==> config.mk <==
export PLATFORM = sky130hd
export DESIGN_NAME = heartbeat_tx_rx_timeout_monitor_unit
export DESIGN_NICKNAME = d
export VERILOG_FILES = /design/src/sv/hbmon_pkg.sv /design/src/sv/hbmon_tx.sv /design/src/sv/hbmon_partner.sv /design/src/sv/heartbeat_tx_rx_timeout_monitor_unit.sv
export SDC_FILE = /design/constraint.sdc
export NUM_CORES = 1
export LEC_CHECK = 0
export ABC_CLOCK_PERIOD_IN_PS = 2600
export BUFFER_PORTS_ARGS = -buffer_cell sky130_fd_sc_hd__buf_2
export CORE_UTILIZATION = 45
export CTS_CLUSTER_DIAMETER = 100
export DETAILED_ROUTE_END_ITERATION = 7
export PLACE_DENSITY = 0.66
export SLEW_MARGIN = 20
export SYNTH_ARGS = -nofsm -noshare
export SYNTH_HDL_FRONTEND = slang
export SYNTH_SLANG_ARGS = --single-unit
==> constraint.sdc <==
create_clock -name i_clk -period 2.6 [get_ports i_clk]
set_input_delay 0.39 -clock i_clk [delete_from_list [all_inputs] [get_ports i_clk]]
set_output_delay 0.39 -clock i_clk [all_outputs]
set_load 0.01 [all_outputs]
==> src/sv/hbmon_pkg.sv <==
// Shared types and constants for the heartbeat monitor.
// No dependencies; imported by every module of the block.
`default_nettype none

package hbmon_pkg;

    localparam int unsigned BYTE_W    = 8;
    localparam int unsigned CFG_IDX_W = 2;

    localparam logic [BYTE_W-1:0] TX_PERIOD_RST = 8'd5;
    localparam logic [BYTE_W-1:0] ALIVE_MAX_RST = 8'd15;
    localparam logic [BYTE_W-1:0] MAX_MISS_RST  = 8'd3;
    localparam logic [BYTE_W-1:0] NODE_ID_RST   = 8'd0;
    localparam logic [BYTE_W-1:0] MISS_SAT      = 8'd255;

    typedef enum logic [CFG_IDX_W-1:0] {
        CFG_TX_PERIOD = 2'd0,
        CFG_ALIVE_MAX = 2'd1,
        CFG_MAX_MISS  = 2'd2,
        CFG_NODE_ID   = 2'd3
    } t_cfg_idx;

    typedef enum logic [1:0] {
        EV_NONE   = 2'd0,
        EV_FAILED = 2'd1,
        EV_PASSED = 2'd2
    } t_event;

    typedef struct packed {
        logic [BYTE_W-1:0] sys_mode;
        logic [BYTE_W-1:0] alive_seen_a;
        logic [BYTE_W-1:0] alive_seen_b;
        logic              rx_ind_a;
        logic              rx_ind_b;
    } t_in_item;

    typedef struct packed {
        logic              send_valid;
        logic [BYTE_W-1:0] tx_alive;
        logic [BYTE_W-1:0] tx_node_id;
        logic [BYTE_W-1:0] tx_sys_mode;
        logic              status_a;
        logic              status_b;
        logic [1:0]        event_a;
        logic [1:0]        event_b;
    } t_out_item;

    // heartbeat side result of one tick
    typedef struct packed {
        logic              boundary;
        logic [BYTE_W-1:0] alive;
        logic [BYTE_W-1:0] node_id;
        logic [BYTE_W-1:0] sys_mode;
    } t_tx_res;

    // partner supervision result of one tick
    typedef struct packed {
        logic   status;
        t_event evt;
    } t_partner_res;

endpackage

`default_nettype wire

==> src/sv/hbmon_tx.sv <==
// Heartbeat transmit path: tick divider and own alive counter.
// Depends on hbmon_pkg.
`default_nettype none

module hbmon_tx
    import hbmon_pkg::*;
(
    input  wire logic              i_clk,
    input  wire logic              i_rst_n,
    input  wire logic              i_step,
    input  wire logic [BYTE_W-1:0] i_sys_mode,
    input  wire logic [BYTE_W-1:0] i_tx_period,
    input  wire logic [BYTE_W-1:0] i_alive_max,
    input  wire logic [BYTE_W-1:0] i_node_id,
    output t_tx_res                o_res
);

    logic [BYTE_W-1:0] r_tick;
    logic [BYTE_W-1:0] r_alive;
    logic [BYTE_W-1:0] n_tick;
    logic [BYTE_W-1:0] n_alive;
    logic [BYTE_W:0]   tick_inc;
    logic [BYTE_W-1:0] alive_inc;
    logic              boundary;

    // boundary when the incremented tick reaches the period
    always_comb begin
        tick_inc  = {1'b0, r_tick} + {{BYTE_W{1'b0}}, 1'b1};
        boundary  = (tick_inc >= {1'b0, i_tx_period});
        alive_inc = r_alive + {{(BYTE_W-1){1'b0}}, 1'b1};
        n_tick    = boundary ? '0 : tick_inc[BYTE_W-1:0];
        if (boundary) begin
            n_alive = (alive_inc > i_alive_max) ? '0 : alive_inc;
        end else begin
            n_alive = r_alive;
        end
    end

    // heartbeat fields read as zero on non-boundary ticks
    always_comb begin
        o_res.boundary = boundary;
        o_res.alive    = boundary ? r_alive    : '0;
        o_res.node_id  = boundary ? i_node_id  : '0;
        o_res.sys_mode = boundary ? i_sys_mode : '0;
    end

    always_ff @(posedge i_clk) begin
        if (!i_rst_n) begin
            r_tick  <= '0;
            r_alive <= '0;
        end else if (i_step) begin
            r_tick  <= n_tick;
            r_alive <= n_alive;
        end
    end

endmodule

`default_nettype wire

==> src/sv/hbmon_partner.sv <==
// Reception supervision of one partner node: miss count and timeout status.
// Depends on hbmon_pkg.
`default_nettype none

module hbmon_partner
    import hbmon_pkg::*;
(
    input  wire logic              i_clk,
    input  wire logic              i_rst_n,
    input  wire logic              i_step,
    input  wire logic              i_boundary,
    input  wire logic [BYTE_W-1:0] i_alive_seen,
    input  wire logic              i_rx_ind,
    input  wire logic [BYTE_W-1:0] i_max_miss,
    output t_partner_res           o_res
);

    logic [BYTE_W-1:0] r_miss;
    logic [BYTE_W-1:0] r_last;
    logic              r_heard;
    logic              r_timed_out;
    logic [BYTE_W-1:0] n_miss;
    logic [BYTE_W-1:0] n_last;
    logic              n_heard;
    logic              n_timed_out;
    logic [BYTE_W-1:0] miss_inc;
    logic              heard_now;
    logic              heard_eff;
    t_event            evt;

    always_comb begin
        // indication is latched before the tick is evaluated
        heard_now   = r_heard | i_rx_ind;
        heard_eff   = heard_now | (i_alive_seen != r_last);
        miss_inc    = (r_miss == MISS_SAT) ? r_miss
                                           : r_miss + {{(BYTE_W-1){1'b0}}, 1'b1};
        n_miss      = r_miss;
        n_last      = r_last;
        n_heard     = heard_now;
        n_timed_out = r_timed_out;
        evt         = EV_NONE;
        if (i_boundary) begin
            n_last  = i_alive_seen;
            n_heard = 1'b0;
            if (heard_eff) begin
                // partner alive: clear misses, recover from timeout
                n_miss      = '0;
                n_timed_out = 1'b0;
                if (r_timed_out) begin
                    evt = EV_PASSED;
                end
            end else begin
                n_miss = miss_inc;
                if ((miss_inc >= i_max_miss) && !r_timed_out) begin
                    n_timed_out = 1'b1;
                    evt         = EV_FAILED;
                end
            end
        end
    end

    assign o_res.status = n_timed_out;
    assign o_res.evt    = evt;

    always_ff @(posedge i_clk) begin
        if (!i_rst_n) begin
            r_miss      <= '0;
            r_last      <= '0;
            r_heard     <= 1'b0;
            r_timed_out <= 1'b1;
        end else if (i_step) begin
            r_miss      <= n_miss;
            r_last      <= n_last;
            r_heard     <= n_heard;
            r_timed_out <= n_timed_out;
        end
    end

endmodule

`default_nettype wire

==> src/sv/heartbeat_tx_rx_timeout_monitor_unit.sv <==
// Channel    | Dir | Handshake                 | Payload
// -----------+-----+---------------------------+-----------------------
// tick in    | in  | i_in_valid / o_in_stall   | i_in_data  (t_in_item)
// result out | out | o_out_valid / i_out_stall | o_out_data (t_out_item)
// config     | in  | i_cfg_we                  | i_cfg_idx, i_cfg_wdata
//
// One request per cycle sustained while the result side does not stall; a
// request passes the input register, one pass of tick/alive and partner logic, then the result register.
// Reset (synchronous, active low) clears both stages, restores the config
// defaults, and puts both partners in timeout. A stalled result holds the
// result register; the input register then holds one request, then stalls.
// Depends on hbmon_pkg, hbmon_tx and hbmon_partner.
`default_nettype none

module heartbeat_tx_rx_timeout_monitor_unit
    import hbmon_pkg::*;
(
    input  wire logic                 i_clk,
    input  wire logic                 i_rst_n,
    input  wire logic                 i_in_valid,
    output logic                      o_in_stall,
    input  wire t_in_item             i_in_data,
    output logic                      o_out_valid,
    input  wire logic                 i_out_stall,
    output t_out_item                 o_out_data,
    input  wire logic                 i_cfg_we,
    input  wire logic [CFG_IDX_W-1:0] i_cfg_idx,
    input  wire logic [BYTE_W-1:0]    i_cfg_wdata
);

    logic [BYTE_W-1:0] r_tx_period;
    logic [BYTE_W-1:0] r_alive_max;
    logic [BYTE_W-1:0] r_max_miss;
    logic [BYTE_W-1:0] r_node_id;

    logic      r_in_vld;
    t_in_item  r_in;
    logic      r_out_vld;
    t_out_item r_out;
    t_out_item n_out;

    logic         out_ready;
    logic         step;
    logic         in_acc;
    t_tx_res      tx_res;
    t_partner_res res_a;
    t_partner_res res_b;

    // handshake
    assign out_ready   = !r_out_vld || !i_out_stall;
    assign step        = r_in_vld && out_ready;
    assign o_in_stall  = r_in_vld && !out_ready;
    assign in_acc      = i_in_valid && !o_in_stall;
    assign o_out_valid = r_out_vld;
    assign o_out_data  = r_out;

    // configuration registers
    always_ff @(posedge i_clk) begin
        if (!i_rst_n) begin
            r_tx_period <= TX_PERIOD_RST;
            r_alive_max <= ALIVE_MAX_RST;
            r_max_miss  <= MAX_MISS_RST;
            r_node_id   <= NODE_ID_RST;
        end else if (i_cfg_we) begin
            unique case (t_cfg_idx'(i_cfg_idx))
                CFG_TX_PERIOD: r_tx_period <= i_cfg_wdata;
                CFG_ALIVE_MAX: r_alive_max <= i_cfg_wdata;
                CFG_MAX_MISS:  r_max_miss  <= i_cfg_wdata;
                CFG_NODE_ID:   r_node_id   <= i_cfg_wdata;
            endcase
        end
    end

    // input register
    always_ff @(posedge i_clk) begin
        if (!i_rst_n) begin
            r_in_vld <= 1'b0;
        end else if (!r_in_vld || step) begin
            r_in_vld <= in_acc;
        end
    end

    always_ff @(posedge i_clk) begin
        if (in_acc) begin
            r_in <= i_in_data;
        end
    end

    hbmon_tx u_tx (
        .i_clk       (i_clk),
        .i_rst_n     (i_rst_n),
        .i_step      (step),
        .i_sys_mode  (r_in.sys_mode),
        .i_tx_period (r_tx_period),
        .i_alive_max (r_alive_max),
        .i_node_id   (r_node_id),
        .o_res       (tx_res)
    );

    hbmon_partner u_partner_a (
        .i_clk        (i_clk),
        .i_rst_n      (i_rst_n),
        .i_step       (step),
        .i_boundary   (tx_res.boundary),
        .i_alive_seen (r_in.alive_seen_a),
        .i_rx_ind     (r_in.rx_ind_a),
        .i_max_miss   (r_max_miss),
        .o_res        (res_a)
    );

    hbmon_partner u_partner_b (
        .i_clk        (i_clk),
        .i_rst_n      (i_rst_n),
        .i_step       (step),
        .i_boundary   (tx_res.boundary),
        .i_alive_seen (r_in.alive_seen_b),
        .i_rx_ind     (r_in.rx_ind_b),
        .i_max_miss   (r_max_miss),
        .o_res        (res_b)
    );

    // result assembly
    always_comb begin
        n_out.send_valid  = tx_res.boundary;
        n_out.tx_alive    = tx_res.alive;
        n_out.tx_node_id  = tx_res.node_id;
        n_out.tx_sys_mode = tx_res.sys_mode;
        n_out.status_a    = res_a.status;
        n_out.status_b    = res_b.status;
        n_out.event_a     = res_a.evt;
        n_out.event_b     = res_b.evt;
    end

    // result register
    always_ff @(posedge i_clk) begin
        if (!i_rst_n) begin
            r_out_vld <= 1'b0;
        end else if (out_ready) begin
            r_out_vld <= r_in_vld;
        end
    end

    always_ff @(posedge i_clk) begin
        if (step) begin
            r_out <= n_out;
        end
    end

endmodule

`default_nettype wire

; After elaboration in Yosys (flattened, before gate mapping)
; Cells that the tools add are included.
[word_totals]
register_bits = 143
output_inout_bits = 33
elab_cells = 88
[classes]
n_addsub = 4
magnitude_cmp = 4
n_eq_ne = 7
mux = 20
n_bitwise = 4
n_reduce_logical = 20
[ops]
columns = op, count
row1 = $mux W8, 6
row2 = $add A8 B1 Y8 const B, 3
row3 = $eq A8 B8 Y1 const B, 2
row4 = $ge A8 B8 Y1, 2
row5 = $ne A8 B8 Y1, 2
row6 = $mux W1, 10
row7 = $reduce_and A2 Y1, 5
row8 = $add A8 B1 Y9 const B, 1
row9 = $ge A9 B8 Y1, 1
row10 = $gt A8 B8 Y1, 1
row11 = $mux W2, 4
row12 = $logic_not A1 Y1, 7
row13 = $logic_and A1 B1 Y1, 5
row14 = $eq A2 B2 Y1 const B, 2
row15 = $or A1 B1 Y1, 4
row16 = $eq A2 B1 Y1 const B, 1
row17 = $logic_not A2 Y1, 1
row18 = $logic_or A1 B1 Y1, 2

; Logic depth before layout (Yosys ltp)
[depth]
depth_word = 7
mapped_depth = 13
mapped_depth_nobuf = 13

; Cells and area by module
; A second synthesis with hierarchy kept.
[unflattened]
cells_unflattened = 705
area_unflattened_um2 = 7085.5
[by_module_without_submodules]
columns = mod, instances, cells_each, area_each_um2, seq_area_each_um2
row1 = heartbeat_tx_rx_timeout_monitor_unit, 1, 187, 3022.9, 2392.3
row2 = hbmon_partner, 2, 162, 1258.7, 360.3
row3 = hbmon_tx, 1, 194, 1545.2, 320.3

; Worst setup path before layout
; No wires, ideal clock.
[synth_path]
path_kind = register to register
startpoint = reg u_partner_b.r_miss[0]
endpoint = reg r_out, in the netlist o_out_data[4] (data pin)
arrival_ns = 2.423
t_required_ns = 2.344
path_slack_ns = -0.079
path_stages_with_launch = 14
n_path_buf = 0
synth_period_minus_slack_ns = 2.679
cell_sequence = dfxtp_1 -> ha_1 -> and4_4 -> nand4_2 -> inv_1 -> nand2_1 -> nand2_1 -> ha_1 -> o21ai_1 -> a21oi_1 -> or3_1 -> a21oi_1 -> nor2_1 -> o22a_1
[synth_via]
elab_chain_cells = 7
[synth_lines]
columns = element, line_no
row1 = from (decl), hbmon_partner.sv:18  ; logic [BYTE_W-1:0] r_miss;
row2 = from (signal assigned), hbmon_partner.sv:72  ; r_miss <= n_miss;
row3 = $add A8 B1 Y8 / $eq A8 B8 Y1 (equally long branches), "hbmon_partner.sv:36, hbmon_partner.sv:35"
row4 = $mux W8 *, hbmon_partner.sv:35  ; miss_inc = (r_miss == MISS_SAT) ? r_miss
row5 = $ge A8 B8 Y1 *, hbmon_partner.sv:54  ; if ((miss_inc >= i_max_miss) && !r_timed_out) begin
row6 = $logic_and A1 B1 Y1 *, hbmon_partner.sv:54
row7 = $mux W1 *, hbmon_partner.sv:54
row8 = $mux W1 *, hbmon_partner.sv:45  ; if (heard_eff) begin
row9 = $mux W1 *, hbmon_partner.sv:42  ; if (i_boundary) begin
row10 = net u_partner_b.n_timed_out, hbmon_partner.sv:25  ; logic n_timed_out;
row11 = to (signal assigned), heartbeat_tx_rx_timeout_monitor_unit.sv:145  ; r_out <= n_out;
row12 = to (decl), heartbeat_tx_rx_timeout_monitor_unit.sv:39  ; t_out_item r_out;
; The timed path passes the listed nets; every way through them passes the cells marked *.
; A chain may end at the register's enable or synchronous reset.

; Final worst setup path
[layout_path]
startpoint = reg u_tx.r_tick[1]
endpoint = reg r_out, in the netlist o_out_data[4] (data pin)
[layout_via]
elab_chain_cells = 3
[layout_lines]
columns = element, line_no
row1 = from (decl), hbmon_tx.sv:18  ; logic [BYTE_W-1:0] r_tick;
row2 = from (signal assigned), hbmon_tx.sv:52  ; r_tick <= n_tick;
row3 = $add A8 B1 Y9, hbmon_tx.sv:28  ; tick_inc = {1'b0, r_tick} + {{BYTE_W{1'b0}}, 1'b1};
row4 = $ge A9 B8 Y1, hbmon_tx.sv:29  ; boundary = (tick_inc >= {1'b0, i_tx_period});
row5 = $mux W1, hbmon_partner.sv:42
row6 = net u_partner_b.n_timed_out, hbmon_partner.sv:25
; The timed path passes the listed nets, and every way through them passes these cells.

==> impl_metrics.json <==
{
  "die_x_um": 124,
  "clock-sinks": 143,
  "ys_ff_latch": 143,
  "syn_inst": 684,
  "die_y_um": 124,
  "drive_above_1_share_pct": 32.4,
  "rsz0062_at_grt": "yes",
  "fin_ws_ns": -0.00690,
  "synthTopCellsByArea": "dfxtp_1 26%, edfxtp_1 26%, ha_1 6.7%, nand2_1 5.9%, a21oi_1 4.3%",
  "ant_nets": 0,
  "setup_violations": 2,
  "clk_latency_ns": 0.43,
  "netlist_area_um2": 6710,
  "synth-main-ff-cell": "dfxtp_1",
  "violations": "negative setup slack",
  "r2r-end": "o_out_data[4]$_DFFE_PP_",
  "hold_path_class": "in2reg",
  "p_total_mw": 5.19,
  "die_area_um2": 15400,
  "synth_edf_count": 57,
  "num_antenna_cells": 0,
  "cp.arrival_ns": 2.78,
  "ir_worst_vdd_mv": 0.684,
  "ys_async_sr_fraction_pct": 0,
  "grt_max_degree": 33,
  "min_path_cells": 1,
  "period_share_pct": 100,
  "crit_path_cell_trace": "ha_4 -> and3_4 -> nand3_4 -> xnor2_2 -> ha_1 -> and2_4 -> a221oi_4 -> nand2_2 -> nor2_4 -> buf_12 -> nor2_1 -> o22a_1",
  "crit_path_top_delay_cell": "dfxtp_4",
  "io_pins": 74,
  "antenna_found_initial": 0,
  "grt_pass1_wl_mm": 23.5,
  "critical_path_class": "reg2reg",
  "worstPathMaxFanout": 6,
  "clock_path_buffers": 2,
  "timing.rr.start": "u_tx.r_tick[1]$_SDFFE_PN0P_",
  "num_rows": 44,
  "synth_area_leader_cell": "dfxtp_1",
  "avgRoutedWirePerCell_um": 14.9,
  "finalCoreUtilization_pct": 60.0,
  "power.density_nw_per_um2": 595,
  "dp_hpwl_mm": 10.3,
  "wirelength_mm": 15.0,
  "clkTransAtPathRegs_ns": 0.06,
  "initial_core_util_pct": 46.2,
  "drc": 0,
  "synth_top_area_share_pct": 25.7,
  "syn_nets": 761,
  "first_pass_iters": 4,
  "layout_commonest_cell": "nand2_1",
  "ff_latch_area_um2": 3450,
  "gp_congestion": 0.903,
  "initialDrtViolationCount": 400,
  "grt_use_total_pct": 20.3,
  "fin_skew_ns": 0.00592,
  "slew_headroom_pct": 45.2,
  "root_buffer": "clkbuf_16",
  "worst_setup_path_end_kind": "flop",
  "overflow": 0,
  "outcome": "finished with violations",
  "hold_viol": 0,
  "fillCellCount": 1215,
  "multi_input_area_um2": 3390,
  "finalCriticalPeriod_ns": 2.61,
  "min_to": "r_in[9]$_DFFE_PP_",
  "port_buffers": 73,
  "synth_area_per_cell_um2": 9.81,
  "slowest_delay_ns": 0.37,
  "leakage_nw": 3.50,
  "core_region_area_um2": 14500,
  "ys_warn_count": 0,
  "grt_pass1_vias": 5076,
  "worst_pin_slew_ns": 0.815,
  "fmax_mhz": 384,
  "drv_cap": 0,
  "numCtsBuffers": 17,
  "ys_types": 57,
  "drv_slew": 0,
  "cts_tree": "built",
  "critPathRequiredTime_ns": 2.78,
  "drt-vias-per-instance": 5.25,
  "reg2regPathDepth": 12,
  "finalHoldWorstSlack_ns": 0.135,
  "htreeDepth": 4,
  "final_cell_mix": "99 x nand2_1, 77 x dfxtp_1, 73 x buf_2, 57 x edfxtp_1, 55 x nor2_1",
  "syn2layout_area_growth_pct": 30.0,
  "reg2reg_setup_slack_ns": -0.007,
  "yosysSeqAreaShare_pct": 51.2,
  "min_from": "i_in_data[9]",
  "ctsHoldBuffers": 0,
  "route.vias.total": 5277,
  "critPathLaunchType": "flop",
  "nets": 886
}
routing by layer:
metal	vias to the layer above	GRT usage, %	wire (µm)
li1	2628	-	-
met1	2517	23.0	6150
met2	109	36.2	7810
met3	23	5.17	719
met4	0	8.26	274
met5	-	0	0
layout make-up:
| type | instances | area share (%) |
|---|---|---|
| clock inverters | 15 | 1.66 |
| clock buffers | 17 | 4.88 |
| inverters | 32 | 1.43 |
| well taps | 184 | 2.64 |
| repair buffers | 134 | 10.9 |
| multi-input cells | 481 | 38.9 |
| flip-flops and latches | 143 | 39.6 |
power breakdown:
| group | switching, mW | internal (mW) | total [mW] |
|---|---|---|---|
| clock network | 0.932 | 1.40 | 2.33 |
| registers | 0.0432 | 2.41 | 2.46 |
| logic | 0.227 | 0.170 | 0.397 |
per-stage QoR:
| stage | cell area, µm² | setup TNS [ns] | setup slack [ns] | cells |
|---|---|---|---|---|
| finish | 8720 | -0.00920 | -0.00690 | 1006 |
| global route | 8720 | -3.06 | -0.105 | 1006 |
| CTS | 8240 | 0 | 0.00214 | 997 |
| detailed placement | 7540 | -4.15 | -0.149 | 959 |
| global placement | 7540 | -0.396 | -0.0385 | 959 |
| floorplan | 6730 | 0 | 0.0193 | 684 |
synthesized netlist by cell type, types with 12 or more instances:
master      n
mux2i_1    14
nand3_1    26
ha_1       36
nor2b_1    24
xnor2_1    14
dfxtp_1    86
a21oi_1    58
edfxtp_1   57
o21ai_0    13
xor2_1     24
nand2_1   105
inv_1      30
nor2_1     63
clkbuf_1   12
worst max path at each step:
stage,start,to,cells past startpoint
finish,u_tx.r_tick[1]$_SDFFE_PN0P_,o_out_data[4]$_DFFE_PP_,12
global placement,u_tx.r_tick[0]$_SDFFE_PN0P_,u_partner_b.r_miss[2]$_SDFFE_PN0P_,12
floorplan,u_partner_b.r_miss[0]$_SDFFE_PN0P_,o_out_data[4]$_DFFE_PP_,13
CTS,u_tx.r_tick[0]$_SDFFE_PN0P_,u_partner_b.r_timed_out$_SDFFE_PN1P_,11
detailed placement,u_tx.r_tick[0]$_SDFFE_PN0P_,u_tx.r_alive[2]$_SDFFE_PN0P_,12
global route,u_partner_b.r_miss[1]$_SDFFE_PN0P_,o_out_data[4]$_DFFE_PP_,11
worst max-delay path: cells and delay by family (launching register included):
family	cells	cell delay [ns]
adder cells (fa/ha/maj)	2	0.41
AND/OR/NAND/NOR	6	0.79
AO/OA/AOI/OAI	2	0.47
XOR/XNOR	1	0.15
flip-flops	1	0.37
buffers and inverters	1	0.16
sequential cells by signal (all words and copies together) (netlist names):
signal                   cells
o_out_data                  31
o_out_valid                  1
r_alive_max                  8
r_in                        26
r_in_vld                     1
r_max_miss                   8
r_node_id                    8
r_tx_period                  8
u_partner_a.r_heard          1
u_partner_a.r_last           8
u_partner_a.r_miss           8
u_partner_a.r_timed_out      1
u_partner_b.r_heard          1
u_partner_b.r_last           8
u_partner_b.r_miss           8
u_partner_b.r_timed_out      1
u_tx.r_alive                 8
u_tx.r_tick                  8
logic make-up (layout without fill, tap and decap cells):
family,Yosys count,count (layout),share of synthesized area (%)
simple gates,282,282,20.8
buf+inv,60,198,4.29
mux,15,15,2.26
compound gates,110,110,9.81
fa+ha+maj,36,36,6.72
xor+xnor,38,38,4.96
flops,143,143,51.2
timing repair:
action,in CTS,in global routing
gates cloned,1,1
gates resized for setup,13,94
pin swaps,7,23
endpoints found under the setup margin,71,74
buffers inserted,5,9
(Power assumes the default switching activity.)
